File: src/rtl/dq_pkg.sv
// Package for the double-ended queue core: request/result payload types,
// operation and status codes, back-end state encoding. No dependencies.
package dq_pkg;

    // mode codes on the request channel
    localparam logic [2:0] MODE_PUSH_FRONT = 3'd0;
    localparam logic [2:0] MODE_PUSH_REAR  = 3'd1;
    localparam logic [2:0] MODE_POP_FRONT  = 3'd2;
    localparam logic [2:0] MODE_POP_REAR   = 3'd3;
    localparam logic [2:0] MODE_LIST       = 3'd4;

    // status codes on the result channel
    localparam logic [1:0] ST_OK        = 2'd0;
    localparam logic [1:0] ST_UNDERFLOW = 2'd1;
    localparam logic [1:0] ST_OVERFLOW  = 2'd2;
    localparam logic [1:0] ST_EMPTY     = 2'd3;

    typedef struct packed {
        logic [2:0]         mode;
        logic signed [31:0] value;
    } dq_req_t;

    typedef struct packed {
        logic [1:0]         status;
        logic signed [31:0] value_res;
        logic               last;
    } dq_res_t;

    typedef enum logic [2:0] {
        OP_PUSH_FRONT = 3'd0,
        OP_PUSH_REAR  = 3'd1,
        OP_POP_FRONT  = 3'd2,
        OP_POP_REAR   = 3'd3,
        OP_LIST       = 3'd4
    } dq_op_kind_t;

    // classified transaction handed from front end to back end
    typedef struct packed {
        dq_op_kind_t        kind;
        logic signed [31:0] value;
    } dq_op_t;

    // queue head as seen by the back end
    typedef struct packed {
        logic   valid;
        dq_op_t op;
    } dq_head_t;

    typedef enum logic [1:0] {
        BK_RUN  = 2'b01,
        BK_LIST = 2'b10
    } dq_bk_state_t;

endpackage

File: src/rtl/dq_ram.sv
// Generic simple dual-port RAM: one write port, one registered read port.
// No dependencies.
module dq_ram #(
    parameter int WIDTH = 32,
    parameter int DEPTH = 16
) (
    input  logic                     clk,
    input  logic                     we,
    input  logic [$clog2(DEPTH)-1:0] waddr,
    input  logic [WIDTH-1:0]         wdata,
    input  logic                     re,
    input  logic [$clog2(DEPTH)-1:0] raddr,
    output logic [WIDTH-1:0]         rdata
);

    logic [WIDTH-1:0] mem_reg [DEPTH];
    logic [WIDTH-1:0] rdata_reg;

    always_ff @(posedge clk)
    begin
        if (we)
        begin
            mem_reg[waddr] <= wdata;
        end
        if (re)
        begin
            rdata_reg <= mem_reg[raddr];
        end
    end

    assign rdata = rdata_reg;

endmodule

File: src/rtl/dq_front.sv
// Front end of the deque core: accepts requests, classifies the mode and
// holds up to two transactions for the back end. Depends on dq_pkg.
module dq_front
    import dq_pkg::*;
(
    input  logic     clk,
    input  logic     rst_n,
    input  logic     start,
    input  dq_req_t  req,
    output logic     busy,
    output dq_head_t head,
    input  logic     deq
);

    logic [1:0]  fill_reg, fill_next;
    logic        wr_ptr_reg, wr_ptr_next;
    logic        rd_ptr_reg, rd_ptr_next;
    dq_op_t      slot_reg [2];
    dq_op_kind_t kind;
    logic        mode_ok;
    logic        enq;
    logic        do_deq;

    always_comb
    begin
        mode_ok = 1'b1;
        kind    = OP_PUSH_FRONT;
        case (req.mode)
            MODE_PUSH_FRONT: kind = OP_PUSH_FRONT;
            MODE_PUSH_REAR:  kind = OP_PUSH_REAR;
            MODE_POP_FRONT:  kind = OP_POP_FRONT;
            MODE_POP_REAR:   kind = OP_POP_REAR;
            MODE_LIST:       kind = OP_LIST;
            default:         mode_ok = 1'b0;  // unused modes are dropped here
        endcase
    end

    assign busy   = (fill_reg == 2'd2);
    assign enq    = start && !busy && mode_ok;
    assign do_deq = deq && (fill_reg != 2'd0);

    always_comb
    begin
        fill_next   = fill_reg;
        wr_ptr_next = wr_ptr_reg;
        rd_ptr_next = rd_ptr_reg;
        if (enq)
        begin
            wr_ptr_next = ~wr_ptr_reg;
        end
        if (do_deq)
        begin
            rd_ptr_next = ~rd_ptr_reg;
        end
        if (enq && !do_deq)
        begin
            fill_next = fill_reg + 2'd1;
        end
        else if (!enq && do_deq)
        begin
            fill_next = fill_reg - 2'd1;
        end
    end

    always_ff @(posedge clk or negedge rst_n)
    begin
        if (!rst_n)
        begin
            fill_reg   <= 2'd0;
            wr_ptr_reg <= 1'b0;
            rd_ptr_reg <= 1'b0;
        end
        else
        begin
            fill_reg   <= fill_next;
            wr_ptr_reg <= wr_ptr_next;
            rd_ptr_reg <= rd_ptr_next;
        end
    end

    always_ff @(posedge clk)
    begin
        if (enq)
        begin
            slot_reg[wr_ptr_reg] <= '{kind: kind, value: req.value};
        end
    end

    assign head.valid = (fill_reg != 2'd0);
    assign head.op    = slot_reg[rd_ptr_reg];

endmodule

File: src/rtl/dq_back.sv
// Back end of the deque core: ring indices, entry RAM and list walker,
// with a registered result stage. Depends on dq_pkg and dq_ram.
module dq_back
    import dq_pkg::*;
#(
    parameter int DEPTH = 16
) (
    input  logic     clk,
    input  logic     rst_n,
    input  dq_head_t head,
    output logic     deq,
    output logic     result_valid,
    output dq_res_t  result
);

    localparam int AW = $clog2(DEPTH);
    localparam int CW = $clog2(DEPTH + 1);

    dq_bk_state_t  state_reg, state_next;
    logic [AW-1:0] front_reg, front_next;
    logic [CW-1:0] count_reg, count_next;
    logic [AW-1:0] list_idx_reg, list_idx_next;

    logic          res_valid_reg;
    logic [1:0]    status_reg;
    logic          last_reg;
    logic          rd_use_reg;

    logic          issue;
    logic [1:0]    iss_status;
    logic          iss_last;
    logic          iss_rd;

    logic          we;
    logic [AW-1:0] waddr;
    logic [31:0]   wdata;
    logic          re;
    logic [AW-1:0] raddr;
    logic [31:0]   rdata;

    logic          full;
    logic          empty;
    logic          list_last;

    function automatic logic [AW-1:0] ring_add(input logic [AW-1:0] a,
                                               input logic [AW-1:0] b);
        logic [AW:0] s;
        s = {1'b0, a} + {1'b0, b};
        if (s >= (AW+1)'(DEPTH))
        begin
            s = s - (AW+1)'(DEPTH);
        end
        return s[AW-1:0];
    endfunction

    assign full      = (count_reg == CW'(DEPTH));
    assign empty     = (count_reg == '0);
    assign list_last = ((CW'(list_idx_reg) + CW'(1)) == count_reg);

    always_comb
    begin
        state_next    = state_reg;
        front_next    = front_reg;
        count_next    = count_reg;
        list_idx_next = list_idx_reg;
        deq           = 1'b0;
        issue         = 1'b0;
        iss_status    = ST_OK;
        iss_last      = 1'b1;
        iss_rd        = 1'b0;
        we            = 1'b0;
        waddr         = front_reg;
        wdata         = head.op.value;
        re            = 1'b0;
        raddr         = front_reg;

        case (state_reg)
            BK_RUN:
            begin
                if (head.valid)
                begin
                    deq   = 1'b1;
                    issue = 1'b1;
                    case (head.op.kind)
                        OP_PUSH_FRONT:
                        begin
                            if (full)
                            begin
                                iss_status = ST_OVERFLOW;
                            end
                            else
                            begin
                                front_next = (front_reg == '0) ? AW'(DEPTH - 1)
                                                               : front_reg - AW'(1);
                                we         = 1'b1;
                                waddr      = front_next;
                                count_next = count_reg + CW'(1);
                            end
                        end
                        OP_PUSH_REAR:
                        begin
                            if (full)
                            begin
                                iss_status = ST_OVERFLOW;
                            end
                            else
                            begin
                                we         = 1'b1;
                                waddr      = ring_add(front_reg, count_reg[AW-1:0]);
                                count_next = count_reg + CW'(1);
                            end
                        end
                        OP_POP_FRONT:
                        begin
                            if (empty)
                            begin
                                iss_status = ST_UNDERFLOW;
                            end
                            else
                            begin
                                re         = 1'b1;
                                iss_rd     = 1'b1;
                                raddr      = front_reg;
                                front_next = ring_add(front_reg, AW'(1));
                                count_next = count_reg - CW'(1);
                            end
                        end
                        OP_POP_REAR:
                        begin
                            if (empty)
                            begin
                                iss_status = ST_UNDERFLOW;
                            end
                            else
                            begin
                                re         = 1'b1;
                                iss_rd     = 1'b1;
                                raddr      = ring_add(front_reg,
                                                      count_reg[AW-1:0] - AW'(1));
                                count_next = count_reg - CW'(1);
                            end
                        end
                        OP_LIST:
                        begin
                            if (empty)
                            begin
                                iss_status = ST_EMPTY;
                            end
                            else
                            begin
                                // first entry now, the rest walked in BK_LIST
                                re       = 1'b1;
                                iss_rd   = 1'b1;
                                raddr    = front_reg;
                                iss_last = (count_reg == CW'(1));
                                if (count_reg != CW'(1))
                                begin
                                    state_next    = BK_LIST;
                                    list_idx_next = AW'(1);
                                end
                            end
                        end
                        default:
                        begin
                            issue = 1'b0;
                        end
                    endcase
                end
            end
            BK_LIST:
            begin
                issue    = 1'b1;
                re       = 1'b1;
                iss_rd   = 1'b1;
                raddr    = ring_add(front_reg, list_idx_reg);
                iss_last = list_last;
                if (list_last)
                begin
                    state_next = BK_RUN;
                end
                else
                begin
                    list_idx_next = list_idx_reg + AW'(1);
                end
            end
            default:
            begin
                state_next = BK_RUN;
            end
        endcase
    end

    always_ff @(posedge clk or negedge rst_n)
    begin
        if (!rst_n)
        begin
            state_reg     <= BK_RUN;
            front_reg     <= '0;
            count_reg     <= '0;
            list_idx_reg  <= '0;
            res_valid_reg <= 1'b0;
            status_reg    <= ST_OK;
            last_reg      <= 1'b0;
            rd_use_reg    <= 1'b0;
        end
        else
        begin
            state_reg     <= state_next;
            front_reg     <= front_next;
            count_reg     <= count_next;
            list_idx_reg  <= list_idx_next;
            res_valid_reg <= issue;
            status_reg    <= iss_status;
            last_reg      <= iss_last;
            rd_use_reg    <= iss_rd;
        end
    end

    dq_ram #(
        .WIDTH (32),
        .DEPTH (DEPTH)
    ) u_ram (
        .clk   (clk),
        .we    (we),
        .waddr (waddr),
        .wdata (wdata),
        .re    (re),
        .raddr (raddr),
        .rdata (rdata)
    );

    assign result_valid     = res_valid_reg;
    assign result.status    = status_reg;
    assign result.value_res = rd_use_reg ? $signed(rdata) : 32'sd0;
    assign result.last      = last_reg;

endmodule

File: src/rtl/double_ended_queue_core.sv
// Top level of the bounded double-ended queue of signed 32-bit words.
// Depends on dq_pkg, dq_front, dq_back (which holds dq_ram).
//
// Request channel: req (mode, value) is taken at a rising edge where start
// is high and busy is low. Modes: push front, push rear, pop front, pop
// rear, list all; unused modes are taken and dropped without a result.
// Result channel: result (status, value_res, last) is valid for exactly one
// cycle while result_valid is high; the receiver cannot stall it.
// Push and pop give one result; list gives one result per held entry, the
// final one with last set, or a single empty-status result.
// Path: a taken transaction is written into the two-entry queue, then
// issued by the back end into the registered result stage, where the
// strobe rises (entry RAM read is registered alongside). Throughput:
// one push/pop per cycle, but a list holds the back end until its last entry.
// busy rises only while the two-entry queue is full.
// Reset: the queue is emptied (front index and count cleared); entry RAM
// contents are not cleared and need no clearing pass.
module double_ended_queue_core
    import dq_pkg::*;
#(
    parameter int DEPTH = 16
) (
    input  logic    clk,
    input  logic    rst_n,
    input  logic    start,
    output logic    busy,
    input  dq_req_t req,
    output logic    result_valid,
    output dq_res_t result
);

    dq_head_t head;
    logic     deq;

    dq_front u_front (
        .clk   (clk),
        .rst_n (rst_n),
        .start (start),
        .req   (req),
        .busy  (busy),
        .head  (head),
        .deq   (deq)
    );

    dq_back #(
        .DEPTH (DEPTH)
    ) u_back (
        .clk          (clk),
        .rst_n        (rst_n),
        .head         (head),
        .deq          (deq),
        .result_valid (result_valid),
        .result       (result)
    );

endmodule

File: config.mk
export PLATFORM = sky130hd
export DESIGN_NAME = double_ended_queue_core
export DESIGN_NICKNAME = d
export VERILOG_FILES = /design/src/rtl/dq_pkg.sv /design/src/rtl/dq_ram.sv /design/src/rtl/dq_front.sv /design/src/rtl/dq_back.sv /design/src/rtl/double_ended_queue_core.sv
export SDC_FILE = /design/constraint.sdc
export NUM_CORES = 1
export LEC_CHECK = 0
export ABC_AREA = 1
export BUFFER_PORTS_ARGS = -buffer_cell sky130_fd_sc_hd__buf_2
export CAP_MARGIN = 20
export CORE_UTILIZATION = 50
export CTS_BUF_LIST = sky130_fd_sc_hd__clkbuf_16
export CTS_CLUSTER_SIZE = 25
export DETAILED_ROUTE_END_ITERATION = 10
export HOLD_SLACK_MARGIN = 0.1
export PLACE_DENSITY = 0.66
export SLEW_MARGIN = 20
export SYNTH_ARGS = -nofsm -noshare
export SYNTH_HDL_FRONTEND = slang
export SYNTH_SLANG_ARGS = --single-unit
File: constraint.sdc
create_clock -name clk -period 5.4 [get_ports clk]
set_input_delay 0 -clock clk [delete_from_list [all_inputs] [get_ports clk]]
set_output_delay 0 -clock clk [all_outputs]
set_load 0.02 [all_outputs]
### Word-level counts from Yosys, hierarchy flattened

Memories as Yosys holds them, arrays and structs flattened. A register that Yosys moved wholly into a read port is not among the register bits.
Index checks and enable logic that the tools add are counted.

* multiplexer cells: 63
* magnitude comparators: 4
* equal/unequal tests: 24
* bitwise operators: 2
* add/sub/neg operators: 16
* reductions and logical operators: 26

Operators with widths (number)
* $mux 4: 18
* $mux 32: 1
* $pmux 4 s2: 4
* $sub 4x1->4 const B: 6
* $mux 2: 11
* $ge 5x5->1 const B: 4
* $mux 1: 20
* $add 4x4->5: 3
* $ne 2x2->1 const B: 7
* $eq 3x2->1 const B: 4
* $pmux 3 s4: 1
* $add 4x1->5 const B: 2
* $mux 5: 2
* $pmux 5 s2: 1
* $reduce_and 5->1: 2
* $reduce_bool 2->1: 5
* $reduce_or 5->1: 2
* $eq 3x1->1 const B: 2
* $eq 3x3->1 const B: 2
* $logic_not 3->1: 2
* $pmux 1 s2: 3
* $pmux 2 s3: 1
* $reduce_and 6->1: 1
* $add 5x1->5 const B: 1
* other kinds (20): 30

* output and inout port bits: 37
* input port bits: 38
* logic and storage cells: 148
* register bits after elaboration: 24
* memory bits (writable): 582
* memories kept: 2

Memories
* u_back.u_ram.mem_reg: depth 16, bits a word 32, rd ports 1, clocked after Yosys merged registers in 1, wr ports 1, RTL line dq_ram.sv:16 `logic [WIDTH-1:0] mem_reg [DEPTH];`
* u_front.slot_reg: depth 2, bits a word 35, rd ports 1, clocked after Yosys merged registers in 0, wr ports 1, RTL line dq_front.sv:18 `dq_op_t slot_reg [2];`

### Logic depth before layout (Yosys ltp)

Gate-level depths: netlist of the first run.

* depth in word-level cells: 8
* mapped depth: 18
* mapped depth without buffers: 17

### Cells and area by module

Synthesis of the first run repeated with hierarchy kept, for this count alone.

* cell total of the unflattened synthesis: 2695
* area total of the unflattened synthesis: 28273.4 µm²

By module, submodules not included
* dq_ram: instances 1, seq. area each 16335.7 µm², area an instance 23050.9 µm², cells an instance 2120
* dq_front: instances 1, seq. area each 2202.1 µm², area an instance 2836.5 µm², cells an instance 221
* dq_back: instances 1, seq. area each 501.7 µm², area an instance 2386.0 µm², cells an instance 354

### Worst setup path after synthesis of the first run

Ideal clock, no wire load.

* path type: reg-to-reg
* start point: register u_back.state_reg[0]
* end point: memory u_back.u_ram.mem_reg[2][0] (enable)
* setup slack: 1.743 ns
* cell stages (with the launch flop): 12
* arrival time: 3.236 ns
* path buffers: 0
* cells stage by stage: dfstp_2 -> ha_1 -> inv_1 -> nor2_1 -> inv_1 -> nor2_1 -> inv_1 -> a21oi_1 -> nand2_1 -> nor2_1 -> nand2_1 -> nor2_1

* cells in the longest elaborated chain, start to end: 4

RTL lines
* start, declared: RTL line dq_back.sv:19 `dq_bk_state_t state_reg, state_next;`
* start signal, assigned: RTL line dq_back.sv:208 `state_reg <= state_next;`
* $eq 2x1->1 *: RTL line dq_back.sv:77 `case (state_reg)`
* $mux 1: RTL line dq_back.sv:77
* $mux 1: RTL line dq_ram.sv:21 `if (we)`
* $mux 1 (not written as such): RTL line dq_ram.sv:23 `mem_reg[waddr] <= wdata;`
* end, declared: RTL line dq_ram.sv:16

Every way passes the cells marked *; elsewhere a longest branch is shown, timed or not.

### Worst setup path after layout of the first run

* start point: register u_back.state_reg[0]
* end point: memory u_back.u_ram.mem_reg[2][17] (enable)

The elaborated chain is that of the path after synthesis.

==> impl_metrics.toml, run 1 <==
[status]
outcome = "completed"

[sta]
max_freq_mhz = 237
setup_ws_ns = 1.19
finalHoldViolCount = 0
slew-limit-headroom_pct = 25.4
finalCriticalPeriod_ns = 4.21
drv_slew = 0
setup_viol_count_final = 0
tightest_slew_ns = 1.12
fin_worst_skew_ns = 0.0158
timing.final.crit_share_pct = 78.0
tns_ns = 0
rsz0062_at_grt = "false"

[synthesis]
syn_inst = 2648
syn_avg_cell_area_um2 = 10.7
ys_types = 38
synth_area_leaders = "edfxtp_1 (65%), nand3_1 (11%), nand2_1 (8.3%)"
ys.flop_type = "edfxtp_1"
synth.cell_area_mm2 = 0.0283
ys_seq_area_share_pct = 67.2
synth_nets = 2708
synth_top_area_share_pct = 65.1
yosysWarnings = 0
ys_async_sr_fraction_pct = 3.76
synth_top_area_cell = "edfxtp_1"
synth-edff-count = 614
ys_ff_latch = 638

[layout]
largest_register_ffs = 512
syn_to_final_growth_pct = 12.7
nFillCells = 4656
final_cell_area_mm2 = 0.0319
drive_gt1_share_pct = 8.74
layout.nets = 2790
n_antenna_cell = 0
layout.cells.non_filler = 3528

[placement]
placed_cells = 3365
io_buffers = 74
placed_area_mm2 = 0.0295
dp_hpwl_mm = 38.4
gp_congestion = 0.833
place_ws_ns = 1.24

[cts]
cts_root_buffer = "clkbuf_16"
cts.sinks = 638
numCtsBuffers = 67
htree_levels = 3
cts_resized = 0
cts_tree = "built"
worst_skew_pair.late_latency_ns = 0.60
clk_pin_slew_ns = 0.06
clock_path_buffers = 3

[drt]
num_vias = 19100
met2_length_mm = 33.4
drt_iter0_drc = 2035
drt-total-wl_mm = 69.4
postRouteAntennaNets = 0
avgRoutedWirePerCell_um = 19.7
drcViolationCount = 0
wl_met1_mm = 29.5
highest-signal-layer = "met4"
wl_met3_mm = 4.82
dr.pass1.iters = 5
viasPerCell = 5.41

[global_routing]
grt_overflow = 0
grt_max_degree = 139
antenna_found_initial = 1
grtUsageTotal_pct = 24.8
grt_pass1_wl_mm = 108
grt_pass1_vias = 18700

[die]
io_pins = 75
coreArea_mm2 = 0.0555
die_area_mm2 = 0.0576
die_y_um = 240
die_x_um = 240
start_util_pct = 51.0
placementRows = 86

[worst_setup_path]
worstSetupPathType = "register to register"
worstPathArrival_ns = 4.48
path_max_fanout = 20
crit_path_max_incr_delay_ns = 0.82
endpoint_kind = "register"
cp_slowest_cell = "nor2_4"
startpoint_type = "register"
worstPathCellList = "ha_1, inv_1, nor2_1, inv_1, nor2_1, inv_1, a21oi_1, nand2_1, nor2_1, nand2_1, nor2_4, buf_4"
crit_required_ns = 5.67

[worst_hold_path]
hp-class = "primary input to register"

[run]
drv_cap = 0
## cells in the final DEF, fill, tap and decap left out, drive strengths merged
cell type and count:
nand3 600, inv 428, a211oi 1, nand4 3, a32o 1, and3 1
dlygate4sd3 43, or2 2, nor4 2, a31oi 4, o22ai 1, a21o 1
nor2 55, buf 114, o211ai 3, clkinv 29, dfrtp 23, fa 3
dfstp 1, a21oi 12, nor3 5, clkbuf 70, ha 19, edfxtp 614
nand2 634, nand3b 63, xnor2 2, xor2 17, a22oi 3, o21ai 26
## cell usage after synthesis (4+ instances only)
cell type	count
nand2_1	628
buf_2	72
dfrtp_1	23
ha_1	19
buf_4	5
nand3_1	598
nand2_2	5
o21ai_0	23
nand3b_1	63
a21oi_1	12
buf_6	23
inv_2	5
edfxtp_1	614
nor2_1	52
a31oi_1	4
buf_1	5
clkbuf_1	39
xor2_1	17
nor3_1	5
inv_1	403
## cells by family after synthesis
kind of cell | Yosys count | share of synthesized area, %
AO/OA/AOI/OAI | 52 | 1.03
buffers and inverters | 552 | 8.31
adder cells (fa/ha/maj) | 22 | 1.05
XOR/XNOR | 19 | 0.587
AND/OR/NAND/NOR | 1365 | 21.8
flip-flops | 638 | 67.2
## metal layers
| metal | global-route usage (%) | up-vias |
|---|---|---|
| li1 | - | 9039 |
| met3 | 3.79 | 108 |
| met1 | 33.7 | 9215 |
| met2 | 40.8 | 741 |
| met5 | 0 | - |
| met4 | 8.24 | 0 |
## what timing repair did
action	4_1_cts	5_1_grt
setup buffers	0	0
hold buffers	44	0
hold endpoints to repair	116	0
## path summary, 6_finish.rpt
kind	from	end	slack [ns]	cells past startpoint
setup reg to reg	u_back.state_reg[0]	u_back.u_ram.mem_reg[2][17]	1.19	12
min in group asynchronous	rst_n	u_front.wr_ptr_reg	0.49	4
max in group asynchronous	rst_n	u_back.rd_use_reg	4.75	4
setup / recovery	u_back.state_reg[0]	u_back.u_ram.mem_reg[2][17]	1.19	12
hold reg to reg	u_back.state_reg[0]	u_back.state_reg[0]	0.52	2
hold / removal	req[2]	u_front.slot_reg[0][2]	0.13	2
## area by class of cell
class / count / area (um^2) / share of cell area [%]
Clock buffer: 70 / 1750 / 5.48
Clock inverter: 49 / 221 / 0.693
Inverter: 408 / 1530 / 4.79
Multi-Input combinational cell: 1458 / 7170 / 22.4
Sequential cell: 638 / 19000 / 59.6
Tap cell: 748 / 936 / 2.93
Timing Repair Buffer: 157 / 1290 / 4.05
## critical path, delay by kind of cell (launching register included)
kind / cells / cell delay (ns)
compound gates: 1 / 0.12
simple gates: 6 / 1.96
fa+ha+maj: 1 / 0.31
flops: 1 / 0.54
buf+inv: 4 / 0.94
## through the flow
step | hold slack (ns) | util [%]
global route | 0.122 | 57.5
detailed placement | 0.0551 | 53.2
global placement | 0.0387 | 52.9
floorplan | -0.296 | -
CTS | 0.100 | 57.5
finish | 0.127 | 57.5
Power of run 1 is left out: the tool's default activity adds up to more than one toggle a clock period on the data nets, which glitch-free logic cannot reach.
==> inputs of run 2 (changes only) <==
- clock period: 5.4 -> 4.3 ns (I/O delays scaled with it)
==> run 2 against run 1 <==
  * Critical path depth is 2 lower
  * Clock skew rose by 0.0052 ns
  * Design area up 1.6%
  * Worst setup slack worse by 0.43 ns
  * Flip-flop and latch count stayed put
  * Global-route usage hardly changed
  * Final cell count up 0.82%
  * First-iteration DRC count up 1.7%
  * Via count rose by 1.4%
  * Die area unchanged
  * Critical path type unchanged
  * Largest cell class unchanged
  * Highest routed layer unchanged
==> impl_metrics.toml, run 2 (synthesis gave the netlist of run 1 again) <==
[die]
io_pins = 75
die_y_um = 240
die_area_mm2 = 0.0576
placementRows = 86
die_x_um = 240
start_util_pct = 51.0
coreArea_mm2 = 0.0555

[drt]
dr.pass1.iters = 6
avgRoutedWirePerCell_um = 19.6
drt-total-wl_mm = 69.7
postRouteAntennaNets = 0
wl_met3_mm = 4.80
met2_length_mm = 33.3
num_vias = 19400
viasPerCell = 5.44
drt_iter0_drc = 2070
highest-signal-layer = "met4"
wl_met1_mm = 29.5
drcViolationCount = 0

[worst_setup_path]
crit_required_ns = 4.59
path_max_fanout = 24
endpoint_kind = "register"
crit_path_max_incr_delay_ns = 0.54
worstSetupPathType = "register to register"
startpoint_type = "register"
cp_num_buf_inv = 3
worstPathArrival_ns = 3.83
worstPathCellList = "ha_1, inv_1, nor2_1, inv_1, nor2_1, nand3_1, o21ai_0, nand3_1, nor2_4, buf_12"
cp_slowest_cell = "dfstp_2"
crit_family = "simple AND/OR/NAND/NOR gates"
reg2reg_setup_slack_ns = 0.75

[sta]
max_freq_mhz = 282
finalHoldViolCount = 0
setup_viol_count_final = 0
drv_slew = 0
slew-limit-headroom_pct = 38.9
timing.final.crit_share_pct = 82.4
rsz0062_at_grt = "false"
finalCriticalPeriod_ns = 3.55
fin_worst_skew_ns = 0.0210
tightest_slew_ns = 0.917
tns_ns = 0

[global_routing]
grt_overflow = 0
grt_max_degree = 129
grtUsageTotal_pct = 24.8
grt_pass1_wl_mm = 108
grt_pass1_vias = 19100
antenna_found_initial = 0

[layout]
n_antenna_cell = 0
layout.nets = 2818
mostFrequentLayoutCells = "nand2_1 (626), edfxtp_1 (614), nand3_1 (598)"
drive_gt1_share_pct = 9.15
largest_register_ffs = 512
final_common_cell = "nand2_1"
layout.cells.non_filler = 3557
final_cell_area_mm2 = 0.0325
nFillCells = 4577
syn_to_final_growth_pct = 14.6

[cts]
worst_skew_pair.late_latency_ns = 0.62
clock_path_buffers = 3
cts_root_buffer = "clkbuf_16"
clk_pin_slew_ns = 0.06
cts_resized = 0
htree_levels = 3
cts.sinks = 638
cts_tree = "built"
numCtsBuffers = 68

[placement]
placed_area_mm2 = 0.0297
dp_hpwl_mm = 38.2
gp_congestion = 0.904
placed_cells = 3374
io_buffers = 74

[run]
drv_cap = 0

[worst_hold_path]
hp-class = "primary input to register"

[status]
outcome = "completed"
[run 2: changes by cell type in the layout (fill, tap and decap cells not counted)]
cell | before | now
bufinv_16 | 0 | 6
clkinv_4 | 2 | 1
buf_4 | 27 | 28
clkinv_2 | 12 | 8
buf_12 | 9 | 21
inv_16 | 0 | 2
inv_6 | 0 | 2
inv_1 | 423 | 418
clkbuf_16 | 70 | 69
buf_16 | 4 | 0
clkinv_1 | 14 | 16
clkinv_16 | 0 | 1
dlygate4sd3_1 | 43 | 61
[run 2: metrics by stage]
step | hold slack [ns] | util [%] | setup slack, ns
6_report | 0.126 | 58.5 | 0.755
5_1_grt | 0.125 | 58.5 | 0.444
4_1_cts | 0.100 | 58.5 | 0.748
3_5_place_dp | 0.0401 | 53.4 | 0.773
3_3_place_gp | 0.0294 | 53.4 | 0.837
2_1_floorplan | -0.296 | - | 0.643
[run 2: worst paths after layout]
path / from / endpoint / cells after the start
max: u_back.state_reg[0] / u_back.u_ram.mem_reg[0][17] / 10
min: req[24] / u_front.slot_reg[0][24] / 2
max reg2reg: u_back.state_reg[0] / u_back.u_ram.mem_reg[0][17] / 10
min reg2reg: u_back.state_reg[0] / u_back.state_reg[0] / 2
max in group asynchronous: rst_n / u_front.rd_ptr_reg / 4
min in group asynchronous: rst_n / u_front.wr_ptr_reg / 4
[run 2: final cells by class]
| class | count | area, um^2 | area share [%] |
|---|---|---|---|
| Clock buffer | 69 | 1730 | 5.32 |
| Timing Repair Buffer | 184 | 1610 | 4.96 |
| Tap cell | 748 | 936 | 2.88 |
| Sequential cell | 638 | 19000 | 58.6 |
| Multi-Input combinational cell | 1458 | 7170 | 22.1 |
| Clock inverter | 52 | 449 | 1.38 |
| Inverter | 408 | 1530 | 4.72 |
[run 2: worst reg2reg max path: stages (launching register included)]
cell	delay, ns
dfstp_2	0.54
ha_1	0.25
inv_1	0.15
nor2_1	0.31
inv_1	0.18
nor2_1	0.30
nand3_1	0.11
o21ai_0	0.16
nand3_1	0.40
nor2_4	0.50
buf_12	0.28
[run 2: routing by layer]
| layer | GRT usage [%] | vias to the layer above |
|---|---|---|
| met4 | 9.75 | 0 |
| met5 | 0 | - |
| li1 | - | 9091 |
| met1 | 33.4 | 9377 |
| met3 | 3.74 | 148 |
| met2 | 40.5 | 748 |
[run 2: timing repair]
action / 4_1_cts / 5_1_grt
hold buffers: 62 / 0
setup buffers: 0 / 0
hold endpoints to repair: 97 / 0
Power of run 2 is left out for the same reason.
